--- config.mk ---
export PLATFORM = sky130hd
export DESIGN_NAME = resp3_frame_validator
export DESIGN_NICKNAME = d
export VERILOG_FILES = /design/src/rtl/r3v_pkg.sv /design/src/rtl/r3v_front.sv /design/src/rtl/r3v_queue.sv /design/src/rtl/r3v_back.sv /design/src/rtl/resp3_frame_validator.sv
export SDC_FILE = /design/constraint.sdc
export NUM_CORES = 2
export LEC_CHECK = 0
export ABC_AREA = 1
export BUFFER_PORTS_ARGS = -buffer_cell sky130_fd_sc_hd__buf_2
export CORE_ASPECT_RATIO = 0.9
export CORE_MARGIN = 2
export CORE_UTILIZATION = 58
export DETAILED_ROUTE_END_ITERATION = 10
export PLACE_DENSITY = 0.74
export SYNTH_ARGS = -nofsm -noshare
export SYNTH_HDL_FRONTEND = slang
export SYNTH_SLANG_ARGS = --single-unit
--- constraint.sdc ---
create_clock -name clk -period 8.9 [get_ports clk]
set_input_delay 2.225 -clock clk [delete_from_list [all_inputs] [get_ports clk]]
set_output_delay 2.225 -clock clk [all_outputs]
set_load 0.05 [all_outputs]
--- src/rtl/r3v_pkg.sv ---
// r3v_pkg: shared types, codes and character constants for the resp3 frame validator
// no dependencies; used by every module of the block
package r3v_pkg;

	// stack of open aggregates
	localparam int STACK_DEPTH = 16;
	localparam int LVL_W = $clog2(STACK_DEPTH + 1);
	localparam int IDX_W = (STACK_DEPTH > 1) ? $clog2(STACK_DEPTH) : 1;

	// front to back queue
	localparam int QUEUE_DEPTH = 4;
	localparam int QPTR_W = $clog2(QUEUE_DEPTH);
	localparam int QCNT_W = $clog2(QUEUE_DEPTH + 1);

	// configuration register indexes
	localparam logic [1:0] CFG_MAX_DEPTH = 2'd0;
	localparam logic [1:0] CFG_MAX_BYTES = 2'd1;
	localparam logic [4:0] RST_MAX_DEPTH = 5'd16;
	localparam logic [31:0] RST_MAX_BYTES = 32'd536870912;

	// result status
	typedef enum logic [1:0] {
		ST_OK         = 2'd0,
		ST_INVALID    = 2'd1,
		ST_OVERFLOW   = 2'd2,
		ST_INCOMPLETE = 2'd3
	} status_t;

	// characters
	localparam logic [7:0] CH_CR     = 8'h0d;
	localparam logic [7:0] CH_LF     = 8'h0a;
	localparam logic [7:0] CH_MINUS  = 8'h2d;
	localparam logic [7:0] CH_PLUS   = 8'h2b;
	localparam logic [7:0] CH_DOT    = 8'h2e;
	localparam logic [7:0] CH_COLON  = 8'h3a;
	localparam logic [7:0] CH_DOLLAR = 8'h24;
	localparam logic [7:0] CH_BANG   = 8'h21;
	localparam logic [7:0] CH_EQUAL  = 8'h3d;
	localparam logic [7:0] CH_STAR   = 8'h2a;
	localparam logic [7:0] CH_PCT    = 8'h25;
	localparam logic [7:0] CH_TILDE  = 8'h7e;
	localparam logic [7:0] CH_GT     = 8'h3e;
	localparam logic [7:0] CH_PIPE   = 8'h7c;
	localparam logic [7:0] CH_HASH   = 8'h23;
	localparam logic [7:0] CH_COMMA  = 8'h2c;
	localparam logic [7:0] CH_LPAREN = 8'h28;
	localparam logic [7:0] CH_UNDER  = 8'h5f;
	localparam logic [7:0] CH_T      = 8'h74;
	localparam logic [7:0] CH_F      = 8'h66;
	localparam logic [7:0] CH_I      = 8'h69;
	localparam logic [7:0] CH_N      = 8'h6e;
	localparam logic [7:0] CH_A      = 8'h61;
	localparam logic [7:0] CH_E_LO   = 8'h65;
	localparam logic [7:0] CH_E_UP   = 8'h45;

	typedef struct packed {
		logic [7:0] data_byte;
		logic       byte_valid;
		logic       buffer_end;
	} in_item_t;

	typedef struct packed {
		logic [1:0]  status;
		logic [7:0]  frame_type;
		logic [31:0] frame_bytes;
		logic [31:0] decl_count;
	} out_item_t;

	// classified byte carried through the queue
	typedef struct packed {
		in_item_t   item;
		logic       is_digit;
		logic [3:0] digit;
		logic       is_cr;
		logic       is_lf;
	} cls_item_t;

endpackage

--- src/rtl/r3v_front.sv ---
// r3v_front: accepts input transfers and classifies each byte for the back unit
// depends on r3v_pkg
module r3v_front import r3v_pkg::*; (
	input  logic      in_valid,
	input  in_item_t  in_item,
	output logic      in_stall,
	input  logic      q_full,
	output logic      q_push,
	output cls_item_t q_data
);

	// stall while the queue has no room
	assign in_stall = q_full;
	assign q_push   = in_valid && !q_full;

	// byte classification
	always_comb begin
		q_data.item     = in_item;
		q_data.is_digit = (in_item.data_byte >= 8'h30) && (in_item.data_byte <= 8'h39);
		q_data.digit    = in_item.data_byte[3:0];
		q_data.is_cr    = (in_item.data_byte == CH_CR);
		q_data.is_lf    = (in_item.data_byte == CH_LF);
	end

endmodule

--- src/rtl/r3v_queue.sv ---
// r3v_queue: short fifo of classified bytes between front and back
// depends on r3v_pkg
module r3v_queue import r3v_pkg::*; (
	input  logic      clk,
	input  logic      arst_n,
	input  logic      push,
	input  cls_item_t push_data,
	output logic      full,
	input  logic      pop,
	output logic      not_empty,
	output cls_item_t head
);

	cls_item_t           mem_q [QUEUE_DEPTH];
	logic [QPTR_W-1:0]   wptr_q;
	logic [QPTR_W-1:0]   rptr_q;
	logic [QCNT_W-1:0]   cnt_q;

	assign full      = (cnt_q == QCNT_W'(QUEUE_DEPTH));
	assign not_empty = (cnt_q != '0);
	assign head      = mem_q[rptr_q];

	// pointers and fill count
	always_ff @(posedge clk or negedge arst_n) begin
		if (!arst_n) begin
			wptr_q <= '0;
			rptr_q <= '0;
			cnt_q  <= '0;
		end else begin
			if (push) wptr_q <= wptr_q + 1'b1;
			if (pop) rptr_q <= rptr_q + 1'b1;
			if (push && !pop) cnt_q <= cnt_q + 1'b1;
			else if (pop && !push) cnt_q <= cnt_q - 1'b1;
		end
	end

	// storage
	always_ff @(posedge clk) begin
		if (push) mem_q[wptr_q] <= push_data;
	end

endmodule

--- src/rtl/r3v_back.sv ---
// r3v_back: frame parser state, aggregate stack and result register
// depends on r3v_pkg
module r3v_back import r3v_pkg::*; (
	input  logic       clk,
	input  logic       arst_n,
	input  logic       q_valid,
	input  cls_item_t  q_head,
	output logic       q_pop,
	input  logic [4:0] max_depth,
	input  logic [31:0] max_bytes,
	output logic       out_valid,
	input  logic       out_stall,
	output out_item_t  out_item
);

	typedef enum logic [6:0] {
		M_AWAIT   = 7'b0000001,
		M_LINE    = 7'b0000010,
		M_LINE_CR = 7'b0000100,
		M_BODY    = 7'b0001000,
		M_BCR     = 7'b0010000,
		M_BLF     = 7'b0100000,
		M_POP     = 7'b1000000
	} mode_t;

	mode_t            mode_q, n_mode;
	logic [LVL_W-1:0] level_q, n_level;
	logic [31:0]      fcount_q, n_fcount;
	logic [63:0]      acc_q, n_acc;
	logic             neg_q, n_neg;
	logic             seen_q, n_seen;
	logic [32:0]      bulk_q, n_bulk;
	logic [7:0]       ltc_q, n_ltc;
	logic [7:0]       ttype_q, n_ttype;
	logic [31:0]      tcount_q, n_tcount;
	logic             err_q, n_err;
	logic             endp_q, n_endp;
	logic [32:0]      stack_q [STACK_DEPTH];

	logic             out_valid_q;
	out_item_t        out_q;
	logic             out_free;
	logic             take;
	logic             pop_go;

	logic             res_v;
	status_t          res_st;
	out_item_t        res_item;
	logic             cpl;
	logic             fail;
	logic             sw_en;
	logic [IDX_W-1:0] sw_idx;
	logic [32:0]      sw_data;

	logic [7:0]       c;
	logic             fresh;
	logic [31:0]      fc;
	logic [7:0]       lim;
	logic [7:0]       cdepth;
	logic             int_line;
	logic             checked_line;
	logic             line_ok;
	logic             is_sign;
	logic             is_e;
	logic [63:0]      ilim;
	logic [67:0]      inext;
	logic             bneg;
	logic [32:0]      mag2;
	logic [IDX_W-1:0] pidx;
	logic [32:0]      pval;
	logic [LVL_W-1:0] lvl_m1;

	assign out_free  = !out_valid_q || !out_stall;
	assign take      = q_valid && out_free && (mode_q != M_POP);
	assign pop_go    = out_free && (mode_q == M_POP);
	assign q_pop     = take;
	assign out_valid = out_valid_q;
	assign out_item  = out_q;

	// byte and line classification
	always_comb begin
		c        = q_head.item.data_byte;
		int_line = (ltc_q == CH_COLON) || (ltc_q == CH_DOLLAR) || (ltc_q == CH_BANG) ||
			(ltc_q == CH_EQUAL) || (ltc_q == CH_STAR) || (ltc_q == CH_PCT) ||
			(ltc_q == CH_TILDE) || (ltc_q == CH_GT) || (ltc_q == CH_PIPE);
		checked_line = int_line || (ltc_q == CH_HASH) || (ltc_q == CH_COMMA);
		is_sign  = (c == CH_PLUS) || (c == CH_MINUS);
		is_e     = (c == CH_E_LO) || (c == CH_E_UP);
		lim      = ({3'b0, max_depth} < 8'(STACK_DEPTH)) ? {3'b0, max_depth}
			: 8'(STACK_DEPTH);
		cdepth   = 8'(level_q);
		ilim     = neg_q ? 64'h8000_0000_0000_0000 : 64'h7fff_ffff_ffff_ffff;
		inext    = {1'b0, acc_q, 3'b0} + {3'b0, acc_q, 1'b0} + {64'b0, q_head.digit};
		bneg     = neg_q && (acc_q != '0);
		mag2     = ((ltc_q == CH_PCT) || (ltc_q == CH_PIPE)) ? {acc_q[31:0], 1'b0}
			: {1'b0, acc_q[31:0]};
		pidx     = IDX_W'(level_q - 1'b1);
		pval     = stack_q[pidx] - 1'b1;
		lvl_m1   = level_q - 1'b1;
		if (ltc_q == CH_COMMA) begin
			line_ok = (((acc_q == 64'd2) || (acc_q == 64'd3)) && seen_q) ||
				(acc_q == 64'd6) || (acc_q == 64'd9) || (acc_q == 64'd12);
		end else if (checked_line) begin
			line_ok = seen_q;
		end else begin
			line_ok = 1'b1;
		end
	end

	// next parse state
	always_comb begin
		n_mode   = mode_q;
		n_level  = level_q;
		n_fcount = fcount_q;
		n_acc    = acc_q;
		n_neg    = neg_q;
		n_seen   = seen_q;
		n_bulk   = bulk_q;
		n_ltc    = ltc_q;
		n_ttype  = ttype_q;
		n_tcount = tcount_q;
		n_err    = err_q;
		n_endp   = endp_q;
		res_v    = 1'b0;
		res_st   = ST_OK;
		res_item = '0;
		cpl      = 1'b0;
		fail     = 1'b0;
		sw_en    = 1'b0;
		sw_idx   = IDX_W'(level_q);
		sw_data  = mag2;
		fresh    = (mode_q == M_AWAIT) && (level_q == '0);
		fc       = fresh ? 32'd0 : fcount_q;

		if (take && q_head.item.byte_valid && !err_q) begin
			if (fresh) begin
				n_ttype  = c;
				n_tcount = '0;
			end
			if ((mode_q == M_AWAIT) && (cdepth >= lim)) begin
				res_v  = 1'b1;
				res_st = ST_OVERFLOW;
			end else if (({1'b0, fc} + 33'd1) > {1'b0, max_bytes}) begin
				res_v  = 1'b1;
				res_st = ST_OVERFLOW;
			end else begin
				n_fcount = fc + 32'd1;
				unique case (mode_q)
					M_AWAIT: begin
						if ((c == CH_COLON) || (c == CH_DOLLAR) || (c == CH_BANG) ||
							(c == CH_EQUAL) || (c == CH_STAR) || (c == CH_PCT) ||
							(c == CH_TILDE) || (c == CH_GT) || (c == CH_PIPE) ||
							(c == CH_PLUS) || (c == CH_MINUS) || (c == CH_HASH) ||
							(c == CH_COMMA) || (c == CH_LPAREN) || (c == CH_UNDER)) begin
							n_ltc  = c;
							n_acc  = '0;
							n_neg  = 1'b0;
							n_seen = 1'b0;
							n_mode = M_LINE;
						end else begin
							res_v  = 1'b1;
							res_st = ST_INVALID;
						end
					end
					M_LINE, M_LINE_CR: begin
						if ((mode_q == M_LINE_CR) && q_head.is_lf) begin
							// line complete
							if (!line_ok) begin
								res_v  = 1'b1;
								res_st = ST_INVALID;
							end else if (!int_line || (ltc_q == CH_COLON)) begin
								cpl = 1'b1;
							end else if ((ltc_q == CH_DOLLAR) || (ltc_q == CH_BANG) ||
								(ltc_q == CH_EQUAL)) begin
								if (bneg) begin
									if (acc_q == 64'd1) begin
										cpl = 1'b1;
									end else begin
										res_v  = 1'b1;
										res_st = ST_OVERFLOW;
									end
								end else if (acc_q > {32'b0, max_bytes}) begin
									res_v  = 1'b1;
									res_st = ST_OVERFLOW;
								end else begin
									n_bulk = acc_q[32:0];
									n_mode = (acc_q == '0) ? M_BCR : M_BODY;
								end
							end else if (bneg) begin
								if ((ltc_q == CH_STAR) && (acc_q == 64'd1)) begin
									cpl = 1'b1;
								end else begin
									res_v  = 1'b1;
									res_st = ST_INVALID;
								end
							end else if (acc_q[63:32] != '0) begin
								res_v  = 1'b1;
								res_st = ST_OVERFLOW;
							end else begin
								if (level_q == '0) n_tcount = acc_q[31:0];
								if (mag2 == '0) begin
									cpl = 1'b1;
								end else begin
									sw_en   = 1'b1;
									n_level = level_q + 1'b1;
									n_mode  = M_AWAIT;
								end
							end
						end else if ((mode_q == M_LINE) && q_head.is_cr) begin
							n_mode = M_LINE_CR;
						end else if ((mode_q == M_LINE_CR) && checked_line) begin
							// a pending cr is payload, which checked lines reject
							res_v  = 1'b1;
							res_st = ST_INVALID;
						end else if ((mode_q == M_LINE_CR) && q_head.is_cr) begin
							n_mode = M_LINE_CR;
						end else begin
							n_mode = M_LINE;
							// payload character
							if (int_line) begin
								if (c == CH_MINUS) begin
									if (seen_q || neg_q) fail = 1'b1;
									n_neg = 1'b1;
								end else if (!q_head.is_digit) begin
									fail = 1'b1;
								end else if (inext > {4'b0, ilim}) begin
									fail = 1'b1;
								end else begin
									n_acc  = inext[63:0];
									n_seen = 1'b1;
								end
							end else if (ltc_q == CH_HASH) begin
								if (seen_q || ((c != CH_T) && (c != CH_F))) fail = 1'b1;
								n_seen = 1'b1;
							end else if (ltc_q == CH_COMMA) begin
								if ((acc_q == 64'd0) && is_sign) begin
									n_acc = 64'd1;
								end else if ((acc_q == 64'd0) && (c == CH_N)) begin
									n_acc = 64'd10;
								end else if ((acc_q == 64'd0) || (acc_q == 64'd1)) begin
									if (c == CH_I) n_acc = 64'd7;
									else if (q_head.is_digit) begin
										n_acc  = 64'd2;
										n_seen = 1'b1;
									end else if (c == CH_DOT) n_acc = 64'd3;
									else fail = 1'b1;
								end else if ((acc_q == 64'd2) || (acc_q == 64'd3)) begin
									if (q_head.is_digit) n_seen = 1'b1;
									else if ((acc_q == 64'd2) && (c == CH_DOT)) n_acc = 64'd3;
									else if (is_e && seen_q) n_acc = 64'd4;
									else fail = 1'b1;
								end else if ((acc_q == 64'd4) && is_sign) begin
									n_acc = 64'd5;
								end else if ((acc_q >= 64'd4) && (acc_q <= 64'd6)) begin
									if (q_head.is_digit) n_acc = 64'd6;
									else fail = 1'b1;
								end else if ((acc_q == 64'd7) && (c == CH_N)) begin
									n_acc = 64'd8;
								end else if ((acc_q == 64'd8) && (c == CH_F)) begin
									n_acc = 64'd9;
								end else if ((acc_q == 64'd10) && (c == CH_A)) begin
									n_acc = 64'd11;
								end else if ((acc_q == 64'd11) && (c == CH_N)) begin
									n_acc = 64'd12;
								end else begin
									fail = 1'b1;
								end
							end
							if (fail) begin
								res_v  = 1'b1;
								res_st = ST_INVALID;
							end
						end
					end
					M_BODY: begin
						n_bulk = bulk_q - 1'b1;
						if (n_bulk == '0) n_mode = M_BCR;
					end
					M_BCR: begin
						n_neg  = q_head.is_cr;
						n_mode = M_BLF;
					end
					M_BLF: begin
						if (neg_q && q_head.is_lf) begin
							cpl = 1'b1;
						end else begin
							res_v  = 1'b1;
							res_st = ST_INVALID;
						end
					end
					default: begin
						n_mode = M_AWAIT;
					end
				endcase
			end
			// a finished child ends a top-level frame or starts an unwind of its parents
			if (cpl) begin
				if (level_q == '0) begin
					res_v  = 1'b1;
					res_st = ST_OK;
				end else begin
					n_mode = M_POP;
				end
			end
		end else if (pop_go) begin
			// unwind one stack level per cycle while the output is free
			sw_en   = 1'b1;
			sw_idx  = pidx;
			sw_data = pval;
			if (pval != '0) begin
				n_mode = M_AWAIT;
			end else begin
				n_level = lvl_m1;
				if (lvl_m1 == '0) begin
					res_v  = 1'b1;
					res_st = ST_OK;
				end
			end
		end

		// result capture
		if (res_v) begin
			res_item.status      = res_st;
			res_item.frame_type  = n_ttype;
			res_item.frame_bytes = (res_st == ST_OK) ? n_fcount : 32'd0;
			res_item.decl_count  = n_tcount;
			n_mode  = M_AWAIT;
			n_level = '0;
			if (res_st != ST_OK) n_err = 1'b1;
		end

		// buffer end, deferred until any unwind finishes
		if ((take && q_head.item.buffer_end) || (pop_go && endp_q && (n_mode != M_POP))) begin
			if (n_mode == M_POP) begin
				n_endp = 1'b1;
			end else begin
				if (!res_v && !n_err && ((n_mode != M_AWAIT) || (n_level != '0))) begin
					res_v                = 1'b1;
					res_item.status      = ST_INCOMPLETE;
					res_item.frame_type  = n_ttype;
					res_item.frame_bytes = '0;
					res_item.decl_count  = n_tcount;
				end
				n_mode   = M_AWAIT;
				n_level  = '0;
				n_fcount = '0;
				n_acc    = '0;
				n_neg    = 1'b0;
				n_seen   = 1'b0;
				n_bulk   = '0;
				n_ltc    = '0;
				n_ttype  = '0;
				n_tcount = '0;
				n_err    = 1'b0;
				n_endp   = 1'b0;
			end
		end
	end

	// parse state registers
	always_ff @(posedge clk or negedge arst_n) begin
		if (!arst_n) begin
			mode_q      <= M_AWAIT;
			level_q     <= '0;
			fcount_q    <= '0;
			acc_q       <= '0;
			neg_q       <= 1'b0;
			seen_q      <= 1'b0;
			bulk_q      <= '0;
			ltc_q       <= '0;
			ttype_q     <= '0;
			tcount_q    <= '0;
			err_q       <= 1'b0;
			endp_q      <= 1'b0;
			out_valid_q <= 1'b0;
		end else begin
			mode_q   <= n_mode;
			level_q  <= n_level;
			fcount_q <= n_fcount;
			acc_q    <= n_acc;
			neg_q    <= n_neg;
			seen_q   <= n_seen;
			bulk_q   <= n_bulk;
			ltc_q    <= n_ltc;
			ttype_q  <= n_ttype;
			tcount_q <= n_tcount;
			err_q    <= n_err;
			endp_q   <= n_endp;
			if (out_free) out_valid_q <= res_v;
		end
	end

	// result payload and child count stack
	always_ff @(posedge clk) begin
		if (out_free && res_v) out_q <= res_item;
		if (sw_en) stack_q[sw_idx] <= sw_data;
	end

`ifndef SYNTHESIS
	a_level_range: assert property (@(posedge clk) disable iff (!arst_n)
		level_q <= LVL_W'(STACK_DEPTH))
		else $error("stack level beyond depth");
	a_pop_level: assert property (@(posedge clk) disable iff (!arst_n)
		(mode_q == M_POP) |-> (level_q != '0))
		else $error("unwind with empty stack");
	a_err_idle: assert property (@(posedge clk) disable iff (!arst_n)
		err_q |-> ((mode_q == M_AWAIT) && (level_q == '0)))
		else $error("error hold with open frame");
	a_pop_no_take: assert property (@(posedge clk) disable iff (!arst_n)
		(mode_q == M_POP) |-> !q_pop)
		else $error("byte taken during unwind");
`endif

endmodule

--- src/rtl/resp3_frame_validator.sv ---
// RESP3 frame validator. Bytes arrive one per transfer and are classified by a front stage
// into a four-entry queue; the back unit keeps open aggregate child counts on a 16-entry
// stack and parses one byte per cycle, sustained one byte per clock, unless it is unwinding
// or the output stalls. When a child frame ends inside open aggregates, the back unit stops
// taking bytes and unwinds one stack level per cycle, for the parent's count and each
// further aggregate that the child closes; the queue absorbs that while input keeps flowing
// until it fills. At most one result per top-level frame, held in an output register.
// Configuration writes are always ready and must only be issued while the block is idle.
// depends on r3v_pkg, r3v_front, r3v_queue, r3v_back
module resp3_frame_validator import r3v_pkg::*; (
	input  logic        clk,
	input  logic        arst_n,
	input  logic        in_valid,
	output logic        in_stall,
	input  in_item_t    in_item,
	output logic        out_valid,
	input  logic        out_stall,
	output out_item_t   out_item,
	input  logic        cfg_valid,
	output logic        cfg_ready,
	input  logic [1:0]  cfg_index,
	input  logic [31:0] cfg_data
);

	logic        max_depth_q;
	logic [4:0]  depth_q;
	logic [31:0] bytes_q;
	logic        q_full;
	logic        q_push;
	cls_item_t   q_in;
	logic        q_pop;
	logic        q_valid;
	cls_item_t   q_head;

	assign cfg_ready   = 1'b1;
	assign max_depth_q = (depth_q != '0);

	// configuration registers
	always_ff @(posedge clk or negedge arst_n) begin
		if (!arst_n) begin
			depth_q <= RST_MAX_DEPTH;
			bytes_q <= RST_MAX_BYTES;
		end else if (cfg_valid && cfg_ready) begin
			case (cfg_index)
				CFG_MAX_DEPTH: depth_q <= cfg_data[4:0];
				CFG_MAX_BYTES: bytes_q <= cfg_data;
				default: ;
			endcase
		end
	end

	r3v_front u_front (
		.in_valid (in_valid),
		.in_item  (in_item),
		.in_stall (in_stall),
		.q_full   (q_full),
		.q_push   (q_push),
		.q_data   (q_in)
	);

	r3v_queue u_queue (
		.clk       (clk),
		.arst_n    (arst_n),
		.push      (q_push),
		.push_data (q_in),
		.full      (q_full),
		.pop       (q_pop),
		.not_empty (q_valid),
		.head      (q_head)
	);

	r3v_back u_back (
		.clk       (clk),
		.arst_n    (arst_n),
		.q_valid   (q_valid),
		.q_head    (q_head),
		.q_pop     (q_pop),
		.max_depth (max_depth_q ? depth_q : 5'd0),
		.max_bytes (bytes_q),
		.out_valid (out_valid),
		.out_stall (out_stall),
		.out_item  (out_item)
	);

endmodule

### After elaboration in Yosys (flattened, before gate mapping)

Memory sizes are Yosys's and may differ from the RTL's.
Index checks and enable logic that the tools add are counted.

* mux-type cells: 291
* reductions and logical operators: 103
* add/sub/neg operators: 12
* equal/unequal tests: 61
* $lt $le $gt $ge: 9

Operators by type and width (count)
* $mux 64: 34
* $mux 32: 21
* $mux 33: 14
* $eq 64x4->1 const B: 5
* $mux 74: 4
* $eq 64x3->1 const B: 3
* $eq 8x6->1 const B: 22
* $mux 7: 23
* $mux 1: 135
* $eq 64x2->1 const B: 2
* $pmux 64 s2: 1
* $mux 5: 19
* $eq 8x7->1 const B: 11
* $mux 8: 11
* $add 67x65->68: 1
* $add 68x4->68: 1
* $gt 68x64->1: 1
* $logic_not 33->1: 2
* $pmux 33 s2: 1
* $sub 33x1->33 const B: 2
* $eq 64x1->1 const B: 1
* $ge 64x3->1 const B: 1
* $gt 64x32->1: 1
* $le 64x3->1 const B: 1
* 46 further kinds: 159

* bits in writable memories: 596
* register bits after elaboration: 312
* output and inout bits: 77
* bits of input ports: 49
* memories kept: 2
* logic and storage cells: 500

Memories
* u_back.stack_q: depth 16, width 33, rd ports 1, clocked after memory_dff 0, wr ports 1, line r3v_back.sv:38 `logic [32:0] stack_q [STACK_DEPTH];`
* u_queue.mem_q: depth 4, width 17, rd ports 1, clocked after memory_dff 0, wr ports 1, line r3v_queue.sv:14 `cls_item_t mem_q [QUEUE_DEPTH];`

### Logic depth before layout (Yosys ltp)

An unclocked memory read counts as a cell.

* word-level depth: 45
* gate-level depth with buffers: 62
* mapped depth without buffers: 54

### Cells and area by module

From an unflattened synthesis, not the netlist that was laid out.

* cells, all modules: 6794
* area, all modules: 55166.7 um^2

Modules (own cells, without submodules)
* r3v_back: seq. area each 22933.2 um^2, instances 1, cells each 6336, area each 50243.2 um^2
* r3v_queue: seq. area each 2217.1 um^2, instances 1, cells each 247, area each 3166.8 um^2
* resp3_frame_validator: seq. area each 928.4 um^2, instances 1, cells each 173, area each 1547.7 um^2
* r3v_front: seq. area each 0.0 um^2, instances 1, cells each 38, area each 209.0 um^2

### Worst setup path after synthesis

OpenSTA, ideal clock, no wires.

* path kind: flip-flop to flip-flop
* start point: register u_back.level_q[0]
* end point: register u_back.out_q, in the netlist u_back.out_item[0] (enable)
* library setup time: 0.757 ns
* cell stages (with the launch flop): 56
* required time: 8.143 ns
* arrival: 8.547 ns
* setup slack: -0.404 ns
* clock period less this slack: 9.304 ns
* buffers on the path: 11
* cell sequence: dfrtp_1 > buf_2 > inv_2 > buf_2 > buf_2 > clkbuf_1 > clkbuf_1 > ha_1 > nand2_1 > nor2_1 > nand3_2 > buf_2 > buf_2 > inv_1 > clkbuf_1 > clkbuf_1 > buf_1 > nor2_1 > (+20 left out) > nand2_1 > nand2_1 > nand2_1 > nand2_1 > nand3_1 > a21oi_1 > nand3_1 > nand2_1 > nand2_2 > inv_2 > nand2_1 > nor2_1 > nand2_2 > nand2_2 > nand2_4 > nand3_2 > buf_2 > nand2_1

* cells in the longest elaborated chain, start to end: 20
* elaborated cells on any way between the ends: 69
* those cells by class: add/sub: 4; order compare: 2; eq/ne: 3; mux: 44; reduce/logical: 15; memory: 1

RTL lines
* start, declared: line r3v_back.sv:27 `logic [LVL_W-1:0] level_q, n_level;`
* start signal, assigned: line r3v_back.sv:378 `level_q <= n_level;`
* $logic_not 5->1 or $add 5x1->5 (tied branches): line r3v_back.sv:132, r3v_back.sv:298, r3v_back.sv:205
* $logic_and 1x1->1 or $mux 5 (tied branches): line r3v_back.sv:132, r3v_back.sv:201
* $mux 32 or $mux 5 (tied branches): line r3v_back.sv:133, r3v_back.sv:196
* $add 32x1->33 or $mux 5 (tied branches): line r3v_back.sv:143, r3v_back.sv:189
* $gt 33x32->1 or $mux 5 (tied branches): line r3v_back.sv:143, r3v_back.sv:173
* $mux 2, or another cell as far along: line r3v_back.sv:143 `end else if (({1'b0, fc} + 33'd1) > {1'b0, max_bytes}) begin`
* $mux 2, or another cell as far along: line r3v_back.sv:140 `if ((mode_q == M_AWAIT) && (cdepth >= lim)) begin`
* $mux 2, or another cell as far along: line r3v_back.sv:298 `if (level_q == '0) begin`
* (+4 left out)
* $mux 1 or $mux 5 (tied branches): line r3v_back.sv:322 `if (res_v) begin`
* $logic_not 1->1 or $reduce_bool 5->1 (tied branches): line r3v_back.sv:337 `if (!res_v && !n_err && ((n_mode != M_AWAIT) || (n_level != '0))) begin`
* $logic_and 1x1->1 or $logic_or 1x1->1 (tied branches): line r3v_back.sv:337
* $logic_and 1x1->1: line r3v_back.sv:337
* $mux 1: line r3v_back.sv:337
* $mux 1: line r3v_back.sv:334 `if (n_mode == M_POP) begin`
* $mux 1 *: line r3v_back.sv:333 `if ((take && q_head.item.buffer_end) || (pop_go && endp_q && (n_mode != M_POP))) begin`
* $logic_and 1x1->1 *: line r3v_back.sv:395 `if (out_free && res_v) out_q <= res_item;`
* end signal, assigned: line r3v_back.sv:395
* end, declared: line r3v_back.sv:41 `out_item_t out_q;`

Mark *: on every way between the ends. The rest lies on a longest branch, timed or not. The select of a mux whose other input is x is not followed.
A chain may end at the register's enable or synchronous reset.

==> impl_metrics.ini <==
[status]
status = complete, no violations

[critical_path]
timing.critical_path.to_type = register
timing_worst_setup_path_type = register to register
critPathLaunch = u_queue.rptr_q[0]
path_max_fanout = 43
start_kind = register
critical_path_required_ns = 9.29
data_arrival_at_the_endpoint_of_the_critical_path_ns = 8.71
critPathMaxStageDelay_ns = 0.44
cpMaxStageDelayCell = sky130_fd_sc_hd__fa_1
critical_path.most_common_cell = sky130_fd_sc_hd__nand2_1
reg2reg_from = u_queue.rptr_q[0]

[sta]
report.final.setup_viol = 0
tightest_slew_ns = 1.289
slew-limit-headroom_pct = 13.52
final-max-slew-violation-count = 0
timing_hold_violations_final = 0
post-route-period-util_pct = 93.40
setup_repair_after_global_routing_missed_its_margin = no
fin_skew_ns = 0.03326
finalWorstPathRequiredPeriod_ns = 8.312
fin_setup_tns_ns = 0
maxClockFrequency_ghz = 0.1203
timing.final.ws_setup_ns = 0.5876

[detailed_routing]
drtAntennaViolNets = 0
routed_vias = 47240
first_iter_violations = 5892
first_pass_iters = 6
post-route-drc-count = 0
wl_per_cell_um = 20.95
routed_via_density = 5.844
detail_route.wirelength_mm = 169.3

[placement]
hpwlAfterDp_mm = 114.2
weighted_congestion_at_the_end_of_routability_driven_global_placement = 1.012
portBuffers = 124
pre_cts_slack_ns = 0.5514

[pwr]
clock_power_share_pct = 25.0
post_layout_power_uw = 15960
p_switching_uw = 6993
sequentialPowerShare_pct = 32.9
power_density_nw_per_um2 = 269.3
internal_power_uw = 8966
static-leakage-power_uw = 0.02821
power.share.combinational_pct = 42.1
sw_frac_of_total_pct = 43.82
vdd_ir_drop_max_mv = 0.2741

[layout]
final_net_count = 7103
multi_input_area_um2 = 23710
mostFrequentLayoutCells = sky130_fd_sc_hd__nand2_1, sky130_fd_sc_hd__inv_1, sky130_fd_sc_hd__nor2_1, sky130_fd_sc_hd__edfxtp_1, sky130_fd_sc_hd__nand3_1
area_growth_pct = 10.17
ff_latch_area_um2 = 25600
insertedDiodeCount = 0
post_route_cells_drive_above_1_share_pct = 9.033
num-fill-cells = 7865
final_common_cell = sky130_fd_sc_hd__nand2_1

[synthesis]
netlist_area_um2 = 53790
post-synth-top-area-fraction_pct = 36.51
synth-seq-cells = 892
ys.warnings.count = 0
ys_types = 61
mappedNetlistNets = 7014
postSynth.asyncResetShare_pct = 26.68
synth.top_cells.by_area = sky130_fd_sc_hd__edfxtp_1, sky130_fd_sc_hd__nand2_1, sky130_fd_sc_hd__dfrtp_1
syn-mean-instance-area_um2 = 8.043
synth_flop_type = sky130_fd_sc_hd__edfxtp_1
netlist_instances = 6688
synth_enable_flop_cells = 654
sequential_cell_area_fraction_in_the_yosys_report_pct = 47.59
synth.largest_area_cell = sky130_fd_sc_hd__edfxtp_1

[floorplan]
dieArea_um2 = 95200
core_region_area_um2 = 91570
die-height_um = 292.9
die_w_um = 325.0
std_cell_rows = 105
ios = 126
floorplan.initialDensity_pct = 58.74

[grt]
globalRouteTotalUtil_pct = 34.78
grt_pass1_vias = 43670
grt_pass1_wl_mm = 257.2
maximum_number_of_pins_on_one_net_before_global_route_repair = 177
antenna_violations_before_repair = 1
grt.overflow.total = 0

[clock_network]
ctsHtreeMaxLevel = 3
cts.root.buffer_cell = sky130_fd_sc_hd__clkbuf_16
tritoncts = built
insertion_delay_ns = 0.70
cts_hold_buffers = 0
worst_setup_hold_path_clk_slew_ns = 0.06
clock_sink_count = 892
cts.path.max_buffers = 3
numCtsBuffers = 91

[job]
max-cap-violations = 0

[hold_path]
worstHoldStart = bytes_q[2]
hold_path.class = register to register
==> path summary, 6_finish.rpt <==
path                                      end  slack (ns)  cells after the start
max reg2reg                u_back.out_item[4]        0.59                     47
max in group asynchronous   u_back.level_q[0]        5.61                      2
min reg2reg                        bytes_q[2]        0.49                      2
max                        u_back.out_item[4]        0.59                     47
min in group asynchronous  u_back.fcount_q[8]        1.64                      1
min                                bytes_q[2]        0.49                      2
==> cell families after synthesis <==
family,share of synthesized area (%)
simple gates,24.57
xor+xnor,2.112
mux,0.01861
buf+inv,8.788
other cells,0.006972
flops,47.59
compound gates,10.43
fa+ha+maj,6.485
==> area by class of cell <==
type	instances	share of cell area (%)
Clock buffer	125	4.231
Multi-Input combinational cell	4607	40.01
Clock inverter	44	0.9459
Inverter	929	5.908
Timing Repair Buffer	256	3.100
Sequential cell	892	43.21
Tap cell	1230	2.597
==> per-stage QoR <==
step / utilization, % / hold slack, ns / std cells / instance area, um^2
final: 64.72 / 0.4858 / 8083 / 59260
after detailed placement: 61.28 / 0.4738 / 7909 / 56110
after global routing: 64.72 / 0.5153 / 8083 / 59260
after global placement: 61.28 / 0.4655 / 7909 / 56110
after floorplan: - / 0.4530 / 6688 / 53790
after CTS: 64.63 / 0.4886 / 8078 / 59180
==> critical path: cells and delay by family, from the launching register on <==
family	cells	cell delay [ns]
AND/OR/NAND/NOR	33	4.07
AO/OA/AOI/OAI	7	1.42
adder cells (fa/ha/maj)	3	1.11
buffers and inverters	3	0.75
flip-flops	1	0.41
XOR/XNOR	1	0.17
==> synth_stat cells (10+ instances only) <==
library cell	number
sky130_fd_sc_hd__o22ai_1	52
sky130_fd_sc_hd__edfxtp_1	654
sky130_fd_sc_hd__nand4_1	91
sky130_fd_sc_hd__o32ai_1	23
sky130_fd_sc_hd__xnor2_1	41
sky130_fd_sc_hd__clkbuf_1	129
sky130_fd_sc_hd__xor2_1	85
sky130_fd_sc_hd__o21ai_0	413
sky130_fd_sc_hd__a41oi_1	26
sky130_fd_sc_hd__buf_1	24
sky130_fd_sc_hd__dfrtp_1	235
sky130_fd_sc_hd__o21bai_1	18
sky130_fd_sc_hd__inv_2	148
sky130_fd_sc_hd__nor3_1	48
sky130_fd_sc_hd__buf_2	82
sky130_fd_sc_hd__or2_2	12
sky130_fd_sc_hd__ha_1	274
sky130_fd_sc_hd__nand3_1	491
sky130_fd_sc_hd__o21ai_1	23
sky130_fd_sc_hd__buf_4	14
sky130_fd_sc_hd__a21o_1	10
sky130_fd_sc_hd__o221ai_1	16
sky130_fd_sc_hd__buf_6	12
sky130_fd_sc_hd__nor4_1	21
sky130_fd_sc_hd__a21oi_1	289
sky130_fd_sc_hd__inv_1	773
sky130_fd_sc_hd__nor2_1	779
sky130_fd_sc_hd__a31oi_1	19
sky130_fd_sc_hd__o211ai_1	62
sky130_fd_sc_hd__nor2_2	14
sky130_fd_sc_hd__nand2_1	1721
==> layer usage <==
metal / up-vias / wire (um) / GRT usage [%]
met5: - / 0 / 0
met4: 0 / 7011 / 13.09
met3: 390 / 16720 / 6.036
met2: 2341 / 73180 / 52.18
met1: 22230 / 72430 / 50.65
li1: 22280 / - / -
==> repair_timing <==
item | CTS | global route
buffers inserted | 0 | 3
gates resized for setup | 0 | 10
setup endpoints to repair | 0 | 202
==> flip-flops by register name, summed over array words and instances (netlist names), 32 cells and up <==
signal           count
bytes_q             32
u_queue.mem_q       52
u_back.out_item     74
u_back.bulk_q       33
u_back.tcount_q     32
u_back.acc_q        64
u_back.stack_q     528
u_back.fcount_q     32
==> power by group through the flow <==
stage	clock network [uW]	logic (uW)	registers, uW
2_1_floorplan	0	3930	5930
3_3_place_gp	0	6430	5320
3_5_place_dp	0	6490	5320
4_1_cts	4020	6520	5250
5_1_grt	4180	7270	5280
6_report	3990	6720	5250
Power figures use the tool's default switching activity.
